==> config.mk <==
export PLATFORM = sky130hd
export DESIGN_NAME = gregorian_date_add_days_unit
export DESIGN_NICKNAME = d
export VERILOG_FILES = /design/src/hw/rtl/gdad_pkg.sv /design/src/hw/rtl/gdad_ctrl.sv /design/src/hw/rtl/gdad_datapath.sv /design/src/hw/rtl/gregorian_date_add_days_unit.sv
export SDC_FILE = /design/constraint.sdc
export NUM_CORES = 1
export LEC_CHECK = 0
export ABC_AREA = 1
export BUFFER_PORTS_ARGS = -buffer_cell sky130_fd_sc_hd__clkbuf_2
export CAP_MARGIN = 5
export CORE_MARGIN = 10
export CORE_UTILIZATION = 45
export DETAILED_ROUTE_END_ITERATION = 16
export SLEW_MARGIN = 10
export SYNTH_ARGS = -nofsm -noshare
export SYNTH_HDL_FRONTEND = slang
export SYNTH_SLANG_ARGS = --single-unit
==> constraint.sdc <==
create_clock -name clock -period 18.1 [get_ports clock]
set_clock_uncertainty 0.15 [all_clocks]
set_input_delay 0.905 -clock clock [delete_from_list [all_inputs] [get_ports clock]]
set_output_delay 0.905 -clock clock [all_outputs]
set_load 0.05 [all_outputs]
==> src/hw/rtl/gdad_pkg.sv <==
package gdad_pkg;

   localparam int unsigned EARLIEST_RESET = 1582;
   localparam int unsigned MONTHS_PER_YEAR = 12;
   localparam int unsigned DAYS_LONG = 31;
   localparam int unsigned DAYS_SHORT = 30;
   localparam int unsigned DAYS_FEB = 28;
   localparam int unsigned QUAD_CENTURY = 400;
   localparam int unsigned CENTURY = 100;

   localparam logic [3:0] MONTH_JAN = 4'd1;
   localparam logic [3:0] MONTH_FEB = 4'd2;
   localparam logic [3:0] MONTH_APR = 4'd4;
   localparam logic [3:0] MONTH_JUN = 4'd6;
   localparam logic [3:0] MONTH_SEP = 4'd9;
   localparam logic [3:0] MONTH_NOV = 4'd11;
   localparam logic [3:0] MONTH_DEC = 4'd12;

   typedef enum logic [2:0] {
      ST_IDLE,
      ST_MOD,
      ST_CHECK,
      ST_WALK,
      ST_FINISH
   } state_type;

   typedef struct packed {
      logic load;
      logic mod_step;
      logic check;
      logic walk_step;
      logic out_load;
   } cmd_type;

   typedef struct packed {
      logic mod_done;
      logic date_ok;
      logic walk_done;
   } status_type;

   // days in a month; codes outside 1..12 give the short length
   function automatic logic [4:0] month_len(input logic [3:0] month, input logic leap);
      logic [4:0] len;
      begin
         len = 5'(DAYS_SHORT);
         if (month == MONTH_FEB) begin
            len = 5'(DAYS_FEB) + {4'd0, leap};
         end else if (month == MONTH_APR || month == MONTH_JUN ||
                      month == MONTH_SEP || month == MONTH_NOV) begin
            len = 5'(DAYS_SHORT);
         end else if (month >= MONTH_JAN && month <= MONTH_DEC) begin
            len = 5'(DAYS_LONG);
         end
         return len;
      end
   endfunction

endpackage

==> src/hw/rtl/gdad_ctrl.sv <==
module gdad_ctrl
   import gdad_pkg::*;
(
   input  logic       clock,
   input  logic       reset,
   input  logic       req_tvalid,
   output logic       req_tready,
   output logic       rsp_tvalid,
   input  logic       rsp_tready,
   input  status_type status,
   output cmd_type    cmd
);

   state_type state_ff, state_in;
   logic      out_valid_ff, out_valid_in;

   always_ff @(posedge clock) begin
      if (reset) begin
         state_ff     <= ST_IDLE;
         out_valid_ff <= 1'b0;
      end else begin
         state_ff     <= state_in;
         out_valid_ff <= out_valid_in;
      end
   end

   always_comb begin
      state_in     = state_ff;
      cmd          = '0;
      req_tready   = 1'b0;
      out_valid_in = out_valid_ff;
      if (rsp_tready) begin
         out_valid_in = 1'b0;
      end
      unique case (state_ff)
         ST_IDLE: begin
            req_tready = !reset;
            if (req_tvalid && !reset) begin
               cmd.load = 1'b1;
               state_in = ST_MOD;
            end
         end
         ST_MOD: begin
            if (status.mod_done) begin
               state_in = ST_CHECK;
            end else begin
               cmd.mod_step = 1'b1;
            end
         end
         ST_CHECK: begin
            cmd.check = 1'b1;
            state_in  = status.date_ok ? ST_WALK : ST_FINISH;
         end
         ST_WALK: begin
            if (status.walk_done) begin
               state_in = ST_FINISH;
            end else begin
               cmd.walk_step = 1'b1;
            end
         end
         ST_FINISH: begin
            if (!out_valid_ff || rsp_tready) begin
               cmd.out_load = 1'b1;
               out_valid_in = 1'b1;
               state_in     = ST_IDLE;
            end
         end
         default: begin
            state_in = ST_IDLE;
         end
      endcase
   end

   assign rsp_tvalid = out_valid_ff;

endmodule

==> src/hw/rtl/gdad_datapath.sv <==
module gdad_datapath
   import gdad_pkg::*;
#(
   parameter int YEAR_BITS  = 16,
   parameter int COUNT_BITS = 16
)(
   input  logic        clock,
   input  logic        reset,
   input  logic        csr_wr_en,
   input  logic [15:0] csr_wr_data,
   input  logic [4:0]  start_day,
   input  logic [3:0]  start_month,
   input  logic [15:0] start_year,
   input  logic [15:0] days_to_add,
   input  cmd_type     cmd,
   output status_type  status,
   output logic        date_valid,
   output logic [4:0]  result_day,
   output logic [3:0]  result_month,
   output logic [15:0] result_year,
   output logic        year_overflow
);

   localparam int DAYS_W = COUNT_BITS + 1;
   localparam int DIG_N  = (YEAR_BITS + 7) / 8;
   localparam int PAD_W  = DIG_N * 8;
   localparam int CNT_W  = $clog2(DIG_N + 1);
   localparam int CMP_W  = (YEAR_BITS > 16) ? YEAR_BITS : 16;
   localparam logic [YEAR_BITS-1:0] YEAR_MAX = {YEAR_BITS{1'b1}};
   // year mod 25: 256 mod 25 is 6, and (v * 41) >> 10 is v / 25 for v below 400
   localparam logic [4:0]  R25_LAST = 5'(CENTURY / 4 - 1);
   localparam logic [14:0] RECIP_25 = 15'd41;

   logic [15:0]          earliest_ff;
   logic [4:0]           day_ff;
   logic [3:0]           month_ff, month_in;
   logic [YEAR_BITS-1:0] year_ff, year_in;
   logic [DAYS_W-1:0]    days_ff, days_in;
   logic [PAD_W-1:0]     shift_ff, shift_in;
   logic [CNT_W-1:0]     bitcnt_ff, bitcnt_in;
   logic [4:0]           r25_ff, r25_in;
   logic                 valid_ff, valid_in;
   logic                 ovf_ff, ovf_in;

   logic                 out_valid_ff;
   logic [4:0]           out_day_ff;
   logic [3:0]           out_month_ff;
   logic [15:0]          out_year_ff;
   logic                 out_ovf_ff;

   logic [7:0]           mod_byte;
   logic [8:0]           mod_sum;
   logic [14:0]          mod_prod;
   logic [4:0]           mod_quo;
   logic [8:0]           mod_q25;
   logic [8:0]           mod_diff;
   logic [4:0]           r25_inc;
   logic                 leap;
   logic [4:0]           mlen;
   logic [DAYS_W-1:0]    mlen_ext;
   logic                 date_ok;

   always_ff @(posedge clock) begin
      if (reset) begin
         earliest_ff <= 16'(EARLIEST_RESET);
      end else if (csr_wr_en) begin
         earliest_ff <= csr_wr_data;
      end
   end

   // year mod 25, one year byte per cycle from the top
   assign mod_byte = shift_ff[PAD_W-1 -: 8];
   assign mod_sum  = {2'd0, r25_ff, 2'd0} + {3'd0, r25_ff, 1'b0} + {1'b0, mod_byte};
   assign mod_prod = {6'd0, mod_sum} * RECIP_25;
   assign mod_quo  = mod_prod[14:10];
   assign mod_q25  = {mod_quo, 4'd0} + {1'b0, mod_quo, 3'd0} + {4'd0, mod_quo};
   assign mod_diff = mod_sum - mod_q25;
   assign r25_inc  = (r25_ff == R25_LAST) ? 5'd0 : r25_ff + 5'd1;

   // leap: divisible by 4, and not by 100 unless by 400
   assign leap = (year_ff[1:0] == 2'd0) && ((r25_ff != 5'd0) || (year_ff[3:0] == 4'd0));

   assign mlen     = month_len(month_ff, leap);
   assign mlen_ext = DAYS_W'(mlen);

   assign date_ok = (month_ff >= MONTH_JAN) && (month_ff <= MONTH_DEC) &&
                    (day_ff != 5'd0) && (day_ff <= mlen) &&
                    (CMP_W'(year_ff) >= CMP_W'(earliest_ff));

   assign status.mod_done  = (bitcnt_ff == '0);
   assign status.date_ok   = date_ok;
   assign status.walk_done = ovf_ff || (days_ff <= mlen_ext);

   always_comb begin
      month_in  = month_ff;
      year_in   = year_ff;
      days_in   = days_ff;
      shift_in  = shift_ff;
      bitcnt_in = bitcnt_ff;
      r25_in    = r25_ff;
      valid_in  = valid_ff;
      ovf_in    = ovf_ff;
      if (cmd.load) begin
         month_in  = start_month;
         year_in   = YEAR_BITS'(start_year);
         shift_in  = PAD_W'(YEAR_BITS'(start_year));
         days_in   = DAYS_W'(start_day) + DAYS_W'(COUNT_BITS'(days_to_add));
         bitcnt_in = CNT_W'(DIG_N);
         r25_in    = 5'd0;
         valid_in  = 1'b0;
         ovf_in    = 1'b0;
      end
      if (cmd.mod_step) begin
         r25_in    = mod_diff[4:0];
         shift_in  = {shift_ff[PAD_W-9:0], 8'd0};
         bitcnt_in = bitcnt_ff - CNT_W'(1);
      end
      if (cmd.check) begin
         valid_in = date_ok;
      end
      if (cmd.walk_step) begin
         days_in = days_ff - mlen_ext;
         if (month_ff == MONTH_DEC) begin
            if (year_ff == YEAR_MAX) begin
               ovf_in = 1'b1;
            end else begin
               year_in  = year_ff + YEAR_BITS'(1);
               month_in = MONTH_JAN;
               r25_in   = r25_inc;
            end
         end else begin
            month_in = month_ff + 4'd1;
         end
      end
   end

   always_ff @(posedge clock) begin
      if (cmd.load) begin
         day_ff <= start_day;
      end
      month_ff  <= month_in;
      year_ff   <= year_in;
      days_ff   <= days_in;
      shift_ff  <= shift_in;
      bitcnt_ff <= bitcnt_in;
      r25_ff    <= r25_in;
      valid_ff  <= valid_in;
      ovf_ff    <= ovf_in;
   end

   always_ff @(posedge clock) begin
      if (cmd.out_load) begin
         out_valid_ff <= valid_ff;
         if (!valid_ff) begin
            out_day_ff   <= 5'd0;
            out_month_ff <= 4'd0;
            out_year_ff  <= 16'd0;
            out_ovf_ff   <= 1'b0;
         end else if (ovf_ff) begin
            out_day_ff   <= 5'(DAYS_LONG);
            out_month_ff <= MONTH_DEC;
            out_year_ff  <= 16'(YEAR_MAX);
            out_ovf_ff   <= 1'b1;
         end else begin
            out_day_ff   <= 5'(days_ff);
            out_month_ff <= month_ff;
            out_year_ff  <= 16'(year_ff);
            out_ovf_ff   <= 1'b0;
         end
      end
   end

   assign date_valid    = out_valid_ff;
   assign result_day    = out_day_ff;
   assign result_month  = out_month_ff;
   assign result_year   = out_year_ff;
   assign year_overflow = out_ovf_ff;

endmodule

==> src/hw/rtl/gregorian_date_add_days_unit.sv <==
// gregorian date plus day count
//
// request channel (req_*): one date and a day count per request; the date is
// checked (month 1..12, day within the month, year not below the csr year)
// and the count is added month by month with gregorian month lengths.
// response channel (rsp_*): one response per request; an invalid date gives
// date_valid low and all other fields zero, a year past the top of the
// YEAR_BITS range saturates to 31 december of the largest year with the
// overflow flag set.
// csr port: csr_wr_en writes csr_wr_data into the earliest valid year.
// the year mod 25 is folded in a byte per cycle, then the date is checked;
// a valid date then has one month carried per cycle, at most about 2160
// months for a 16 bit count, while an invalid date skips the walk. one request
// is in work at a time; the next is taken in the cycle after its response is
// loaded.
// the response sits in an output register, so the next request is taken
// while a response still waits; a stalled receiver holds the response and
// stops the unit only when the following result is ready to be written.
// reset clears the control state and sets the earliest year to 1582.
module gregorian_date_add_days_unit
   import gdad_pkg::*;
#(
   parameter int YEAR_BITS  = 16,
   parameter int COUNT_BITS = 16
)(
   input  logic        clock,
   input  logic        reset,
   // request: start_day[4:0], start_month[8:5], start_year[24:9], days_to_add[40:25]
   input  logic        req_tvalid,
   output logic        req_tready,
   input  logic [47:0] req_tdata,
   // response: result_day[4:0], result_month[8:5], result_year[24:9]
   output logic        rsp_tvalid,
   input  logic        rsp_tready,
   output logic [31:0] rsp_tdata,
   // response flags: date_valid[0], year_overflow[1]
   output logic [1:0]  rsp_tuser,
   input  logic        csr_wr_en,
   input  logic [15:0] csr_wr_data
);

   cmd_type    cmd;
   status_type status;

   logic       date_valid;
   logic [4:0] result_day;
   logic [3:0] result_month;
   logic [15:0] result_year;
   logic       year_overflow;

   // sequencer: handshakes and the mod / check / walk steps
   gdad_ctrl u_ctrl (
      .clock      (clock),
      .reset      (reset),
      .req_tvalid (req_tvalid),
      .req_tready (req_tready),
      .rsp_tvalid (rsp_tvalid),
      .rsp_tready (rsp_tready),
      .status     (status),
      .cmd        (cmd)
   );

   // date registers, mod 25 folder, month walker and output register
   gdad_datapath #(
      .YEAR_BITS  (YEAR_BITS),
      .COUNT_BITS (COUNT_BITS)
   ) u_datapath (
      .clock         (clock),
      .reset         (reset),
      .csr_wr_en     (csr_wr_en),
      .csr_wr_data   (csr_wr_data),
      .start_day     (req_tdata[4:0]),
      .start_month   (req_tdata[8:5]),
      .start_year    (req_tdata[24:9]),
      .days_to_add   (req_tdata[40:25]),
      .cmd           (cmd),
      .status        (status),
      .date_valid    (date_valid),
      .result_day    (result_day),
      .result_month  (result_month),
      .result_year   (result_year),
      .year_overflow (year_overflow)
   );

   // pack the response, unused high bits zero
   assign rsp_tdata = {7'd0, result_year, result_month, result_day};
   assign rsp_tuser = {year_overflow, date_valid};

endmodule

### After elaboration in Yosys (flattened, before gate mapping)

Cells that the tools add are included.

| word-level totals | value |
|---|---|
| word-level logic and storage cells | 131 |
| register bits | 114 |
| output and inout bits | 36 |
| input bits | 69 |

| operators by class | value |
|---|---|
| order comparisons | 5 |
| reduce and logical (&&, ||, !) cells | 25 |
| mux-type cells | 52 |
| $add $sub $neg | 12 |
| eq/ne operators | 16 |
| bitwise logic cells | 1 |
| multipliers | 1 |

Operator list:

| kind | count |
|---|---|
| 16-bit two-way mux | 7 |
| 5-bit two-way mux | 9 |
| 17-bit two-way mux | 2 |
| 1-bit two-way mux | 21 |
| 4-bit two-way mux | 5 |
| 5-bit by 16-bit adder with 17-bit output | 1 |
| 17-bit by 5-bit less-or-equal comparator with 1-bit output | 1 |
| 17-bit by 5-bit subtractor with 17-bit output | 1 |
| 16-bit by 1-bit adder with 16-bit output (second input constant) | 1 |
| 16-bit == test (second input constant) | 1 |
| 16-bit >= comparator | 1 |
| 9-bit by 6-bit multiplier with 15-bit output (second input constant) | 1 |
| 3-bit two-way mux | 5 |
| 3-bit case mux with 5 select lines | 1 |
| 4-bit == test (second input constant) | 3 |
| 5-bit adder | 2 |
| 5-bit nonzero test | 2 |
| 8-bit by 8-bit adder with 9-bit output | 1 |
| 7-bit by 6-bit adder with 8-bit output | 1 |
| 4-bit by 3-bit == test with 1-bit output (second input constant) | 2 |
| 3-bit by 2-bit == test with 1-bit output (second input constant) | 2 |
| 1-bit logical AND | 6 |
| 1-bit logical OR | 6 |
| 2-bit nonzero test | 3 |
| other kinds (22) | 27 |

### Depth between registers and ports, before layout

| depth | value |
|---|---|
| depth in word-level cells | 11 |
| gate-level depth with buffers | 41 |
| gate-level depth less buffers | 41 |

### Hierarchy

A second synthesis with hierarchy kept.

| second synthesis, totals | value |
|---|---|
| cell total of the unflattened synthesis | 943 |
| area, all modules | 7,623.6 µm² |

By module, submodules not included:

| module | cells an instance | times used | sequential area each (µm²) | area an instance (µm²) |
|---|---|---|---|---|
| gdad_datapath | 880 | 1 | 2,802.7 | 7,253.2 |
| gdad_ctrl | 53 | 1 | 80.1 | 299.0 |
| gregorian_date_add_days_unit | 10 | 1 | 0.0 | 71.3 |

### Least setup slack after synthesis

Ideal clock, no wire load.

| timing path | value |
|---|---|
| path type | register to register |
| start | register u_datapath.r25_ff[0] |
| end | register u_datapath.r25_ff[4] |
| data required time | 17.874 ns |
| library setup time | 0.076 ns |
| slack | 12.191 ns |
| data arrival time | 5.684 ns |
| cell stages (with the launch flop) | 37 |
| clock period less this slack | 5.909 ns |
| buffers on the path | 0 |
| cell sequence | dfxtp_1 fa_1 ha_1 inv_1 fa_1 inv_1 a21oi_1 o21ai_0 xor2_1 inv_1 fa_1 inv_1 ha_1 ha_1 nand2_1 nor2_1 o21ai_0 nand2_1 nand2_1 nand2_1 a21oi_1 xnor2_1 ha_1 ha_1 inv_1 ha_1 o21ai_0 nand3_1 nand2_1 nand2_1 nand2_1 inv_1 nand2_1 nand2_1 nand2_1 nand3_1 a21boi_0 |

| between the ends | value |
|---|---|
| longest elaborated chain between the ends | 10 |
| elaborated cells between the ends (all ways) | 22 |
| those cells by class | 7 x add/sub; 1 x mul; 1 x order compare; 1 x eq/ne; 8 x mux; 4 x reduce/logical |

RTL lines:

| element | line | RTL |
|---|---|---|
| start: declaration | gdad_datapath.sv:41 | `logic [4:0] r25_ff, r25_in;` |
| start signal: assignment | gdad_datapath.sv:146 | `r25_ff <= r25_in;` |
| 7-bit by 6-bit adder with 8-bit output or 5-bit nonzero test (tied branches) | gdad_datapath.sv:73, gdad_datapath.sv:81 |  |
| 8-bit by 8-bit adder with 9-bit output or 1-bit logical OR (tied branches) | gdad_datapath.sv:73, gdad_datapath.sv:81 |  |
| 9-bit by 6-bit multiplier with 15-bit output or 1-bit logical AND (tied branches) | gdad_datapath.sv:74, gdad_datapath.sv:81 |  |
| 5-bit adder or 3-bit by 2-bit adder with 4-bit output (tied branches) | gdad_datapath.sv:76, gdad_pkg.sv:47 |  |
| 5-bit adder or 5-bit two-way mux (tied branches) | gdad_datapath.sv:76, gdad_pkg.sv:46 |  |
| 5-bit subtractor or 17-bit by 5-bit less-or-equal comparator with 1-bit output (tied branches) | gdad_datapath.sv:77, gdad_datapath.sv:92 |  |
| 5-bit two-way mux or 1-bit logical OR (tied branches) | gdad_datapath.sv:113, gdad_datapath.sv:92 |  |
| 5-bit two-way mux or 1-bit two-way mux (tied branches) | gdad_datapath.sv:124, gdad_ctrl.sv:55 |  |
| 5-bit two-way mux or 1-bit two-way mux (tied branches) | gdad_datapath.sv:123, gdad_ctrl.sv:35 |  |
| 5-bit two-way mux (*) | gdad_datapath.sv:121 | `if (cmd.walk_step) begin` |
| net u_datapath.r25_in[4] | gdad_datapath.sv:41 |  |

The timed path passes the listed nets; every way through them passes the cells marked *.
A chain may end at the register's enable or synchronous reset.

### Final worst setup path

Same ends and word-level chain as after synthesis.

==> flow_summary.toml <==
[worst_hold_path]
hp-start = "u_datapath.earliest_ff[4]"
min_to = "u_datapath.earliest_ff[4]"
worstHoldPathType = "reg -> reg"
min_delay_path_depth = 2

[die]
io_pins = 105
fp.dieH_um = 151
die-area_mm2 = 0.0229
row_count = 47
core_area_mm2 = 0.0168
die_w_um = 151
start_util_pct = 46.3

[sta]
max_slew_margin_pct = 35.1
finalSetupViolCount = 0
drv_slew = 0
grt_setup_unrepaired = "no"
period_minus_slack_ns = 6.59
fmax_mhz = 152
timing.setup.tns_ns = 0
period_share_pct = 36.4
hold_viol = 0
tightest_slew_ns = 0.971

[synth]
async_reset_ff_share_pct = 0
synth.distinct_cells = 47
synth_seq_cells = 114
yosysWarnings = 0
netlist_instances = 965
synth-edff-count = 60
synth_area_mm2 = 0.00776
synth_seq_area_share_pct = 37.2
synth_flop_cell = "edfxtp_1"
avgSynthCellArea_um2 = 8.04

[clock_tree]
clk_pin_slew_ns = 0.06
cts_setup_buffers = 0
clockBufferDepth = 2
clock-sinks = 114
cts-htree-levels = 4
clk_latency_ns = 0.41
cts_tree = "done"
numCtsBuffers = 17
cts-root-buf = "clkbuf_16"
post_cts_resize_count = 0
hold_buffers = 0

[route]
route.met2.wl_um = 8000
drtIter0Drc = 353
wl_met1_um = 9000
routed.top_layer = "met4"
drt-vias-per-instance = 4.98
drc = 0
vias = 6394
wl_met3_um = 858
dr.pass1.iters = 5
wl_per_cell_um = 14.2
wl_um = 18200
ant_nets = 0

[setup_path]
ff2ff_setup_slack_ns = 11.51
slowest_delay_ns = 0.55
rr_worst_depth = 36
critPathSlowestCell = "fa_1"
worstPathArrival_ns = 6.78
cp_common_cell = "nand2_1"
critical_path_class = "reg -> reg"
reg2reg_to = "u_datapath.r25_ff[4]"
crit_fanout = 5
cp-start-kind = "flop"
critical_path_required_ns = 18.29
crit_path_end_kind = "flop"
r2r_start = "u_datapath.r25_ff[0]"

[placed_design]
gp_congestion = 0.825
dpl-instance-area_mm2 = 0.00834
hpwl_um = 14400
numPortBuffers = 90

[grt]
grt_pass1_wl_um = 30500
grt_pass1_vias = 6219
grt-ovfl-total = 0
antenna_found_initial = 0
grt_max_degree = 32
grtUsageTotal_pct = 16.7

[flow_run]
drv_cap = 0

[final_layout]
layout-area-overhead-vs-synth_pct = 14.7
nets = 1213
layout_common_cells = "176 x nand2_1, 155 x inv_1, 90 x clkbuf_2"
diodes = 0
fin_util_pct = 53.1
layout_commonest_cell = "nand2_1"
layout-drive-gt1-share_pct = 13.8
final_area_mm2 = 0.00890

[outcome]
status = "finished clean"
-- flip-flops by register name, indices dropped and copies added, names as in the netlist --
name,count
u_datapath.ovf_ff,1
u_datapath.day_ff,5
u_datapath.earliest_ff,16
u_ctrl.state_ff,3
u_datapath.date_valid,1
u_datapath.year_overflow,1
u_datapath.result_month,4
u_datapath.shift_ff,16
u_datapath.bitcnt_ff,2
u_ctrl.rsp_tvalid,1
u_datapath.valid_ff,1
u_datapath.result_day,5
u_datapath.days_ff,17
u_datapath.year_ff,16
u_datapath.result_year,16
u_datapath.month_ff,4
u_datapath.r25_ff,5
-- final cells by class --
type,count,area (um2)
fillers,1654,7860
clock buffers,20,458
inverters,157,592
repair buffers,91,458
well taps,220,275
clock inverters,12,106
multi-input cells,670,4130
flip-flops and latches,114,2880
-- cell usage after synthesis (2+ instances only) --
cell	n	share of area [%]
a211oi_1	2	0.19
a21oi_1	73	4.7
xor2_1	32	3.6
buf_2	6	0.39
nor3_1	12	0.77
edfxtp_1	60	23
nor2_2	5	0.40
ha_1	83	13
buf_6	4	0.58
nor4_1	2	0.16
nor2_1	71	3.4
nand3b_1	2	0.19
xnor2_1	12	1.4
nand2_1	176	8.5
o31ai_1	4	0.39
buf_4	10	0.97
dfxtp_1	54	14
o21ai_0	83	5.4
or2_2	3	0.24
inv_1	155	7.5
fa_1	10	2.6
o22ai_1	5	0.40
clkbuf_1	10	0.48
o21ai_1	6	0.39
nand4_1	9	0.73
a21o_1	2	0.19
nand2_2	4	0.32
nand3_2	4	0.52
nand3_1	47	3.0
o2111ai_1	2	0.23
-- critical path: cells and delay by family, from the launching register on --
family                     cells  cell delay (ns)
buffers and inverters          6             0.43
AOI/OAI and AO/OA              6             0.97
adders and majority gates      9             3.09
xor gates and xnor gates       2             0.50
DFF                            1             0.36
and+or+nand+nor               13             1.01
-- metal layers --
metal  vias to the layer above  global-route usage, %
met5                         -                      0
met3                        25                   3.73
li1                       3342                      -
met2                       122                   25.2
met4                         0                   5.97
met1                      2905                   23.0
-- how the worst max path moves through the flow --
stage,start,end,slack [ns]
2_1_floorplan,u_datapath.r25_ff[0],u_datapath.r25_ff[4],12.19
3_3_place_gp,u_datapath.r25_ff[0],u_datapath.r25_ff[4],11.45
3_5_place_dp,u_datapath.r25_ff[1],u_datapath.r25_ff[4],11.44
4_1_cts,u_datapath.r25_ff[1],u_datapath.r25_ff[4],11.40
5_1_grt,u_datapath.r25_ff[1],u_datapath.r25_ff[4],10.83
6_report,u_datapath.r25_ff[0],u_datapath.r25_ff[4],11.51
-- per-stage QoR --
step / cells / setup WS, ns / hold WS [ns]
after floorplan: 971 / 12.19 / 0.287
after global placement: 1252 / 11.45 / 0.305
after detailed placement: 1252 / 11.44 / 0.312
after CTS: 1284 / 11.40 / 0.320
after global routing: 1284 / 10.83 / 0.335
final: 1284 / 11.51 / 0.315
-- logic make-up (layout without fill, tap and decap cells) --
group                    after synthesis  after routing  synth area share, %
XOR/XNOR                              44             44                 4.97
adder cells (fa/ha/maj)               93             93                 16.0
other                                  1              7               0.0483
flip-flops                           114            114                 37.2
buffers and inverters                187            280                 10.0
AND/OR/NAND/NOR                      342            342                 19.2
AO/OA/AOI/OAI                        184            184                 12.6
Power is left out: the tool's default activity adds up to more than one toggle a clock period on the data nets, which glitch-free logic cannot reach.
